===== config.mk =====
export PLATFORM = sky130hd
export DESIGN_NAME = baseline_removed_bar_position
export DESIGN_NICKNAME = d
export VERILOG_FILES = /design/src/brbp_pkg.sv /design/src/baseline_removed_bar_position.sv /design/src/brbp_baseline.sv /design/src/brbp_position.sv
export SDC_FILE = /design/constraint.sdc
export NUM_CORES = 2
export LEC_CHECK = 0
export BUFFER_PORTS_ARGS = -buffer_cell sky130_fd_sc_hd__buf_2
export CORE_MARGIN = 4
export CORE_UTILIZATION = 67
export DETAILED_ROUTE_END_ITERATION = 8
export PLACE_DENSITY = 0.84
export SKIP_LAST_GASP = 1
export SYNTH_ARGS = -nofsm -noshare
export SYNTH_HDL_FRONTEND = slang
export SYNTH_HIERARCHICAL = 1
export SYNTH_SLANG_ARGS = --single-unit

===== constraint.sdc =====
create_clock -name clk -period 15.1 [get_ports clk]
set_clock_uncertainty 0.15 [all_clocks]
set_input_delay 0.755 -clock clk [delete_from_list [all_inputs] [get_ports clk]]
set_output_delay 0.755 -clock clk [all_outputs]
set_load 0.02 [all_outputs]

===== src/brbp_pkg.sv =====
`default_nettype none

package brbp_pkg;

	localparam int SAMPLE_BITS       = 24;
	localparam int COLUMN_BITS       = 6;
	localparam int FRACTION_BITS_DEF = 16;

	// Marker window: upper COLUMN_BITS of the SAMPLE_BITS-wide position
	localparam int POS_SHIFT = (SAMPLE_BITS > COLUMN_BITS) ? SAMPLE_BITS - COLUMN_BITS : 1;

	localparam int GAIN_BITS   = 5;
	localparam int WEIGHT_BITS = 16;

	localparam logic [GAIN_BITS-1:0]   GAIN_RESET   = '0;
	localparam logic [WEIGHT_BITS-1:0] WEIGHT_RESET = 16'd655;

	localparam int CFG_INDEX_BITS = 2;
	localparam int CFG_DATA_BITS  = WEIGHT_BITS;

	localparam logic [CFG_INDEX_BITS-1:0] REG_GAIN_SHIFT       = 2'd0;
	localparam logic [CFG_INDEX_BITS-1:0] REG_SMOOTHING_WEIGHT = 2'd1;

	localparam logic CMD_SAMPLE = 1'b0;
	localparam logic CMD_TICK   = 1'b1;

	typedef struct packed {
		logic                   cmd;
		logic [SAMPLE_BITS-1:0] sample;
	} in_item_t;

	typedef struct packed {
		logic [COLUMN_BITS-1:0] column;
		logic                   below;
		logic                   above;
		logic                   tick_mark;
	} out_item_t;

endpackage

`default_nettype wire


===== src/baseline_removed_bar_position.sv =====
// Baseline-removed bar position. Each sample item pulls an exponential
// baseline (Q.FRACTION_BITS fixed point) toward the reading by the smoothing
// weight, subtracts the new baseline's integer part, scales by 2^gain_shift
// and maps the result onto a bar of 2^COLUMN_BITS columns with below/above
// flags. Tick items produce no result; they set a mark carried by the next
// result. One item is taken every cycle unless in_stall holds it; a sample's
// result is registered in turn by the input register, the baseline update with
// its 40x16 multiply and the position mapping into the output register. The rate
// is bound by the baseline feedback loop, which closes through the baseline register alone.
// Configuration must only be written while the block is empty.
`default_nettype none

module baseline_removed_bar_position import brbp_pkg::*; #(
	parameter int FRACTION_BITS = FRACTION_BITS_DEF
) (
	input  wire logic                      clk,
	input  wire logic                      arst_n,
	input  wire logic                      in_valid,
	output logic                           in_stall,
	input  wire in_item_t                  in_data,
	output logic                           out_valid,
	input  wire logic                      out_stall,
	output out_item_t                      out_data,
	input  wire logic                      cfg_wr_en,
	input  wire logic [CFG_INDEX_BITS-1:0] cfg_index,
	input  wire logic [CFG_DATA_BITS-1:0]  cfg_data
);

	// configuration registers
	logic [GAIN_BITS-1:0]   gain_q;
	logic [WEIGHT_BITS-1:0] weight_q;

	// stage 1: input register
	logic                   valid_s1;
	logic                   cmd_s1;
	logic [SAMPLE_BITS-1:0] sample_s1;

	// stage 2: sample and updated baseline
	logic                   valid_s2;
	logic [SAMPLE_BITS-1:0] sample_s2;
	logic [SAMPLE_BITS-1:0] base_s2;
	logic                   tick_s2;

	// result register
	logic      out_valid_q;
	out_item_t out_data_q;

	logic tick_pending_q;

	logic                   ready_out;
	logic                   ready_s2;
	logic                   move_s1;
	logic [SAMPLE_BITS-1:0] base_int;
	out_item_t              result;

	always_ff @(posedge clk or negedge arst_n) begin
		if (!arst_n) begin
			gain_q   <= GAIN_RESET;
			weight_q <= WEIGHT_RESET;
		end else if (cfg_wr_en) begin
			unique case (cfg_index)
				REG_GAIN_SHIFT:       gain_q   <= cfg_data[GAIN_BITS-1:0];
				REG_SMOOTHING_WEIGHT: weight_q <= cfg_data[WEIGHT_BITS-1:0];
				default: ;
			endcase
		end
	end

	// Ticks leave stage 1 at once; only samples wait on the stages below.
	assign ready_out = !out_valid_q || !out_stall;
	assign ready_s2  = !valid_s2 || ready_out;
	assign move_s1   = valid_s1 && (cmd_s1 == CMD_SAMPLE) && ready_s2;
	assign in_stall  = valid_s1 && (cmd_s1 == CMD_SAMPLE) && !ready_s2;

	always_ff @(posedge clk or negedge arst_n) begin
		if (!arst_n) begin
			valid_s1 <= 1'b0;
		end else if (!in_stall) begin
			valid_s1 <= in_valid;
		end
	end

	always_ff @(posedge clk) begin
		if (!in_stall && in_valid) begin
			cmd_s1    <= in_data.cmd;
			sample_s1 <= in_data.sample;
		end
	end

	// Set the mark on a tick; hand it to the next sample and clear it.
	always_ff @(posedge clk or negedge arst_n) begin
		if (!arst_n) begin
			tick_pending_q <= 1'b0;
		end else if (valid_s1 && (cmd_s1 == CMD_TICK)) begin
			tick_pending_q <= 1'b1;
		end else if (move_s1) begin
			tick_pending_q <= 1'b0;
		end
	end

	brbp_baseline #(
		.FRACTION_BITS(FRACTION_BITS)
	) u_baseline (
		.clk     (clk),
		.arst_n  (arst_n),
		.advance (move_s1),
		.sample  (sample_s1),
		.weight  (weight_q),
		.base_int(base_int)
	);

	always_ff @(posedge clk or negedge arst_n) begin
		if (!arst_n) begin
			valid_s2 <= 1'b0;
		end else if (ready_s2) begin
			valid_s2 <= move_s1;
		end
	end

	always_ff @(posedge clk) begin
		if (move_s1) begin
			sample_s2 <= sample_s1;
			base_s2   <= base_int;
			tick_s2   <= tick_pending_q;
		end
	end

	brbp_position u_position (
		.sample  (sample_s2),
		.base_int(base_s2),
		.gain    (gain_q),
		.column  (result.column),
		.below   (result.below),
		.above   (result.above)
	);

	assign result.tick_mark = tick_s2;

	// Hold the result while the far side stalls.
	always_ff @(posedge clk or negedge arst_n) begin
		if (!arst_n) begin
			out_valid_q <= 1'b0;
		end else if (ready_out) begin
			out_valid_q <= valid_s2;
		end
	end

	always_ff @(posedge clk) begin
		if (ready_out && valid_s2) begin
			out_data_q <= result;
		end
	end

	assign out_valid = out_valid_q;
	assign out_data  = out_data_q;

endmodule

`default_nettype wire


===== src/brbp_baseline.sv =====
`default_nettype none

module brbp_baseline import brbp_pkg::*; #(
	parameter int FRACTION_BITS = FRACTION_BITS_DEF
) (
	input  wire logic                   clk,
	input  wire logic                   arst_n,
	input  wire logic                   advance,
	input  wire logic [SAMPLE_BITS-1:0] sample,
	input  wire logic [WEIGHT_BITS-1:0] weight,
	output logic      [SAMPLE_BITS-1:0] base_int
);

	localparam int BW = SAMPLE_BITS + FRACTION_BITS;
	localparam int PW = BW + WEIGHT_BITS;

	localparam logic [BW-1:0] BASE_RESET = BW'(1) << (BW - 1);
	localparam logic [PW-1:0] ROUND_UP   = PW'({WEIGHT_BITS{1'b1}});

	logic [BW-1:0] baseline_q;
	logic [BW-1:0] target;
	logic [BW-1:0] gap;
	logic [PW-1:0] prod;
	logic [PW-1:0] prod_up;
	logic [BW-1:0] base_next;
	logic          rising;

	always_comb begin
		target  = {sample, {FRACTION_BITS{1'b0}}};
		rising  = (target >= baseline_q);
		gap     = rising ? (target - baseline_q) : (baseline_q - target);
		prod    = PW'(gap) * PW'(weight);
		prod_up = prod + ROUND_UP;
		// floor the step when rising, ceil it when falling
		if (rising) begin
			base_next = baseline_q + prod[PW-1:WEIGHT_BITS];
		end else begin
			base_next = baseline_q - prod_up[PW-1:WEIGHT_BITS];
		end
		base_int = base_next[BW-1:FRACTION_BITS];
	end

	always_ff @(posedge clk or negedge arst_n) begin
		if (!arst_n) begin
			baseline_q <= BASE_RESET;
		end else if (advance) begin
			baseline_q <= base_next;
		end
	end

endmodule

`default_nettype wire


===== src/brbp_position.sv =====
`default_nettype none

module brbp_position import brbp_pkg::*; (
	input  wire logic [SAMPLE_BITS-1:0] sample,
	input  wire logic [SAMPLE_BITS-1:0] base_int,
	input  wire logic [GAIN_BITS-1:0]   gain,
	output logic      [COLUMN_BITS-1:0] column,
	output logic                        below,
	output logic                        above
);

	localparam int D_W   = SAMPLE_BITS + 1;
	localparam int SH_W  = D_W + (1 << GAIN_BITS) - 1;
	localparam int LIM_B = 48;
	localparam int R_W   = LIM_B + 3;
	localparam int TOP   = POS_SHIFT + COLUMN_BITS;

	localparam logic [SH_W-1:0] SCALE_LIMIT = SH_W'(1) << LIM_B;
	localparam logic signed [R_W-1:0] POS_OFFSET =
		R_W'((64'd1 << (SAMPLE_BITS - 1)) + (64'd1 << (POS_SHIFT - 1)));

	logic signed [D_W-1:0]  diff;
	logic        [D_W-1:0]  mag;
	logic        [SH_W-1:0] shifted;
	logic        [SH_W-1:0] clamped;
	logic signed [R_W-1:0]  s_mag;
	logic signed [R_W-1:0]  scaled;
	logic signed [R_W-1:0]  pos;
	logic                   neg;
	logic                   high_any;
	logic [COLUMN_BITS-1:0] win;

	always_comb begin
		diff    = $signed({1'b0, sample}) - $signed({1'b0, base_int});
		mag     = diff[D_W-1] ? D_W'(-diff) : D_W'(diff);
		shifted = SH_W'(mag) << gain;
		// saturate far outside the display; flags stay exact
		clamped = (shifted > SCALE_LIMIT) ? SCALE_LIMIT : shifted;
		s_mag   = $signed(R_W'(clamped));
		scaled  = diff[D_W-1] ? -s_mag : s_mag;
		pos     = scaled + POS_OFFSET;

		neg      = pos[R_W-1];
		high_any = |pos[R_W-2:TOP];
		win      = pos[TOP-1:POS_SHIFT];

		below  = neg || (!high_any && (win == '0));
		above  = !neg && high_any;
		column = (below || above) ? '0 : win;
	end

endmodule

`default_nettype wire


* After elaboration in Yosys (flattened, before gate mapping) *
Index checks and enable logic that the tools add are counted.

word-level totals
  flip-flop bits (word level) = 148
  input bits = 48
  logic and storage cells = 63

operators by class
  bitwise operators = 1
  mux-type cells = 7
  $mul = 1
  add/sub/neg operators = 9
  reductions and logical operators = 25
  shift-type cells = 1
  eq/ne operators = 1
  $lt $le $gt $ge = 2

operators by type and width
  operator                                                                            number
  40-bit subtractor                                                                   3
  51-bit two-way mux                                                                  2
  40-bit two-way mux                                                                  2
  56-bit by 16-bit adder with 56-bit output (second input constant)                   1
  56-bit by 49-bit greater-than comparator with 1-bit output (second input constant)  1
  40-bit by 16-bit multiplier with 56-bit output                                      1
  25-bit by 5-bit left shift with 56-bit output                                       1
  51-bit by 25-bit adder with 51-bit output (second input constant)                   1
  51-bit negator                                                                      1
  40-bit adder                                                                        1
  40-bit >= comparator                                                                1
  26-bit OR reduction                                                                 1
  25-bit two-way mux                                                                  1
  25-bit negator                                                                      1
  24-bit by 24-bit subtractor with 25-bit output                                      1
  1-bit logical AND                                                                   8
  1-bit zero test                                                                     7
  6-bit zero test                                                                     1
  1-bit logical OR                                                                    4
  2-bit AND reduction                                                                 2
  2-bit by 1-bit equality test with 1-bit output (second input constant)              1
  2-bit zero test                                                                     1
  1-bit two-way mux                                                                   2
  2-bit nonzero test                                                                  1
  1-bit NOT                                                                           1

* Longest topological paths before layout *
  word-level depth = 14
  depth in mapped cells = 61
  mapped depth without buffers = 56

* Modules after synthesis *
The synthesis kept the hierarchy.

modules (own cells, without submodules)
  module                         area an instance (um^2)  instances  seq. area each (um^2)  cells an instance
  brbp_baseline                  28462.3                  1          1002.2                 3492
  brbp_position                  8353.0                   1          0.0                    1338
  baseline_removed_bar_position  3523.4                   1          3125.5                 144

* Worst setup path before layout *
OpenSTA, ideal clock, no wires.

  path type = register -> register
  start = register u_baseline.baseline_q[0]
  end = register u_baseline.baseline_q[37]
  slack = 2.244 ns
  path buffers = 6
  period minus slack after synthesis = 12.856 ns
  cell stages (with the launch flop) = 60
  arrival time = 12.582 ns
  setup time = 0.125 ns
  required time = 14.825 ns
  cell sequence = dfrtp_1 clkbuf_1 inv_1 ha_1 nor4b_1 nand3_1 o2111ai_1 a21oi_1 nor2_1 o31ai_1 a21oi_1 o21a_1 nor2_1 clkbuf_1 clkbuf_1 a31o_2 xor2_1 clkbuf_1 [... 24 more ...] a221oi_4 nand3_1 o211ai_1 xnor2_1 ha_1 a21o_1 a21o_1 a21oi_1 o21bai_1 a21oi_1 o21ai_0 a21o_1 a21o_1 a21oi_1 o21ai_0 a21oi_1 xnor2_1 mux2_2

between the ends
  longest elaborated chain between the ends = 6

RTL lines
  element                                                           line                                      text
  from (decl)                                                       brbp_baseline.sv:20                       logic [BW-1:0] baseline_q;
  from (signal assigned)                                            brbp_baseline.sv:47                       baseline_q <= base_next;
  40-bit subtractor / 40-bit >= comparator (equally long branches)  brbp_baseline.sv:31, brbp_baseline.sv:30
  40-bit two-way mux                                                brbp_baseline.sv:31                       gap = rising ? (target - baseline_q) : (baseline_q - target);
  40-bit by 16-bit multiplier with 56-bit output                    brbp_baseline.sv:32                       prod = PW'(gap) * PW'(weight);
  56-bit by 16-bit adder with 56-bit output                         brbp_baseline.sv:33                       prod_up = prod + ROUND_UP;
  40-bit subtractor                                                 brbp_baseline.sv:38                       base_next = baseline_q - prod_up[PW-1:WEIGHT_BITS];
  40-bit two-way mux *                                              brbp_baseline.sv:35                       if (rising) begin
  via u_baseline.base_next[37]                                      brbp_baseline.sv:25                       logic [BW-1:0] base_next;

Mark *: on every way through the listed nets, which the timed path passes. The rest lies on a longest branch.
A chain may end at the register's enable or synchronous reset.

* Worst setup path in the final report *
  start = register sample_s1[5]
  end = register u_baseline.baseline_q[39]

between the ends
  longest elaborated chain between the ends = 6

RTL lines
  element                                                           line                                      text
  from (decl)                                                       baseline_removed_bar_position.sv:36       logic [SAMPLE_BITS-1:0] sample_s1;
  from (signal assigned)                                            baseline_removed_bar_position.sv:86       sample_s1 <= in_data.sample;
  40-bit subtractor / 40-bit >= comparator (equally long branches)  brbp_baseline.sv:31, brbp_baseline.sv:30
  40-bit two-way mux                                                brbp_baseline.sv:31
  40-bit by 16-bit multiplier with 56-bit output                    brbp_baseline.sv:32
  56-bit by 16-bit adder with 56-bit output                         brbp_baseline.sv:33
  40-bit subtractor                                                 brbp_baseline.sv:38
  40-bit two-way mux *                                              brbp_baseline.sv:35

Mark *: on every way between the ends. The rest lies on a longest branch, timed or not.

==> run_results.csv <==
group,metric,value,unit
cells_and_area,drive_gt1_share,7.19,%
route,first_pass_iters,7,
outcome,status,"complete, no violations",
global_route,first_global_vias,36700,
sta,timing.final.crit_period,14.43,ns
setup_path,start_kind,"flip-flop",
global_route,track_usage,37.4,%
sta,final-setup-viol-count,0,
floorplan,rows,89,
setup_path,cp_slowest_stage_delay,0.58,ns
yosys,synth-seq-cells,148,
clock_network,postCtsSetupBuffers,0,
setup_path,slowest_stage,"fa_1",
sta,fmax,69.3,MHz
flow_run,drv_cap,0,
clock_network,insertion_delay,0.48,ns
place,port_buffers,58,
floorplan,start_util,68.0,%
clock_network,numCtsBuffers,17,
yosys,syn_area,0.0403,mm²
cells_and_area,mostFrequentLayoutCell,"nand2_1",
setup_path,cp.buffers_inverters,8,
floorplan,core_area,0.0594,mm²
clock_network,cts_buffer_depth,2,
setup_path,cp.arrival,14.66,ns
yosys,yosysTopAreaCellShare,26.5,%
cells_and_area,layout_common_cells,"717 x nand2_1, 676 x inv_1, 533 x fa_1",
global_route,grt_max_degree,77,
yosys,synth_area_leader_cell,"fa_1",
worst_hold_path,hold_class,"primary input to flip-flop",
yosys,ys.flop_type,"edfxtp_1",
global_route,grt_overflow,0,
sta,relSlewSlack,20.3,%
yosys,synth_edf_count,83,
route,vias,37100,
yosys,synth_area_per_cell,8.11,µm²
setup_path,path_delay_family,"compound AO/OA/AOI/OAI gates",
yosys,syn_nets,5799,
route,drcViolationCount,0,
yosys,yosysWarnings,6,
setup_path,cp-end-kind,"flip-flop",
place,dp_hpwl,91.8,mm
setup_path,path_class,"flip-flop to flip-flop",
cells_and_area,syn_to_final_growth,3.36,%
floorplan,die_w,253,µm
clock_network,cts_tree,"yes",
route,totalWireLength,119,mm
sta,rsz0062_at_grt,"true",
sta,finalHoldViolations,0,
global_route,grt_pass1_wl,194,mm
route,first_iter_violations,4310,
clock_network,clk_pin_slew,0.08,ns
sta,maxSlewViolCount,0,
cells_and_area,finalNetCount,5679,
floorplan,num_io_pins,59,
route,viasPerCell,6.57,
sta,worstMarginPinSlew,1.19,ns
setup_path,crit_fanout,22,
place,gp_congestion,1.02,
route,drt-wirelength-per-cell,21.0,µm
yosys,synth_cells,4974,
clock_network,clkSinkCount,148,
yosys,synth_cell_types,131,
floorplan,dieArea,0.0642,mm²
sta,setup-tns-final,0,ns
clock_network,clockRootBuffer,"clkbuf_16",
setup_path,critical_path_required,15.33,ns
route,ant_nets,0,
floorplan,die-height,253,µm
yosys,async_reset_ff_share,43.9,%
yosys,synthTopCellsByArea,"fa_1 26%, ha_1 7.6%, nand2_1 6.7%, inv_1 6.3%, edfxtp_1 6.2%",
clock_network,htree_levels,4,
sta,fin_crit_sh,95.6,%
cells_and_area,antenna_cells,0,
global_route,antenna_found_initial,0,
yosys,ys_seq_area_share,10.2,%
-- logic make-up (layout without fill, tap and decap cells) --
| group | count (synthesis) | in the layout | synth area share (%) |
|---|---|---|---|
| flip-flops | 148 | 148 | 10.2 |
| AND/OR/NAND/NOR | 1768 | 1768 | 21.8 |
| multiplexers | 70 | 70 | 1.97 |
| XOR/XNOR | 191 | 191 | 4.26 |
| adder cells (fa/ha/maj) | 777 | 777 | 34.0 |
| buffers and inverters | 949 | 842 | 9.21 |
| AO/OA/AOI/OAI | 1071 | 1071 | 18.5 |
-- final timing paths --
kind                         startpoint                        end  slack (ns)  cells after the start
max                        sample_s1[5]  u_baseline/baseline_q[39]        0.67                     53
min                         in_data[18]              sample_s1[18]        0.30                      1
max reg2reg                sample_s1[5]  u_baseline/baseline_q[39]        0.67                     53
min reg2reg                    valid_s2                  out_valid        0.33                      1
max in group asynchronous        arst_n                  gain_q[0]       13.07                      3
min in group asynchronous        arst_n                weight_q[8]        0.54                      2
-- sequential cells by signal, summed over array words and instances (netlist names), 5 cells and up --
name,count
base_s2,24
gain_q,5
out_data,9
sample_s1,24
sample_s2,24
u_baseline/baseline_q,40
weight_q,16
-- per-stage QoR --
step	setup slack [ns]	hold slack (ns)	instances	cell area, µm²	util (%)
floorplan	2.24	0.250	4974	40300	-
global placement	0.868	0.300	5607	41000	69.1
detailed placement	0.584	0.317	5607	41000	69.1
CTS	0.473	0.273	5640	41600	70.1
global route	-0.0929	0.281	5640	41700	70.2
finish	0.669	0.297	5640	41700	70.2
-- timing repair --
action	4_1_cts	5_1_grt
gates resized for setup	0	12
hold buffers	1	0
setup endpoints to repair	0	25
endpoints found under the hold margin	9	0
-- metal layers --
metal / global-route usage [%] / routed length [µm]
met1: 51.7 / 46900
met2: 58.5 / 53600
met3: 7.11 / 12500
met4: 15.2 / 5580
met5: 0 / 0
-- synth_stat cells, types with 65 or more instances --
library cell / number
a21o_1: 72
xnor2_1: 120
nor3_1: 109
fa_1: 533
and2_1: 246
nand3_1: 119
edfxtp_1: 83
ha_1: 244
o21ai_0: 174
inv_1: 676
nor2_1: 230
clkbuf_1: 205
xor2_1: 65
a21oi_1: 249
nand2_1: 718
-- cell type report --
cell class	instances	area, µm²
clock buffers	17	425
well taps	773	967
clock inverters	15	180
repair buffers	131	843
inverters	679	2550
multi-input cells	3877	32600
fillers	4838	17700
flip-flops and latches	148	4140
Power is left out: the tool's default activity adds up to more than one toggle a clock period on the data nets, which glitch-free logic cannot reach.
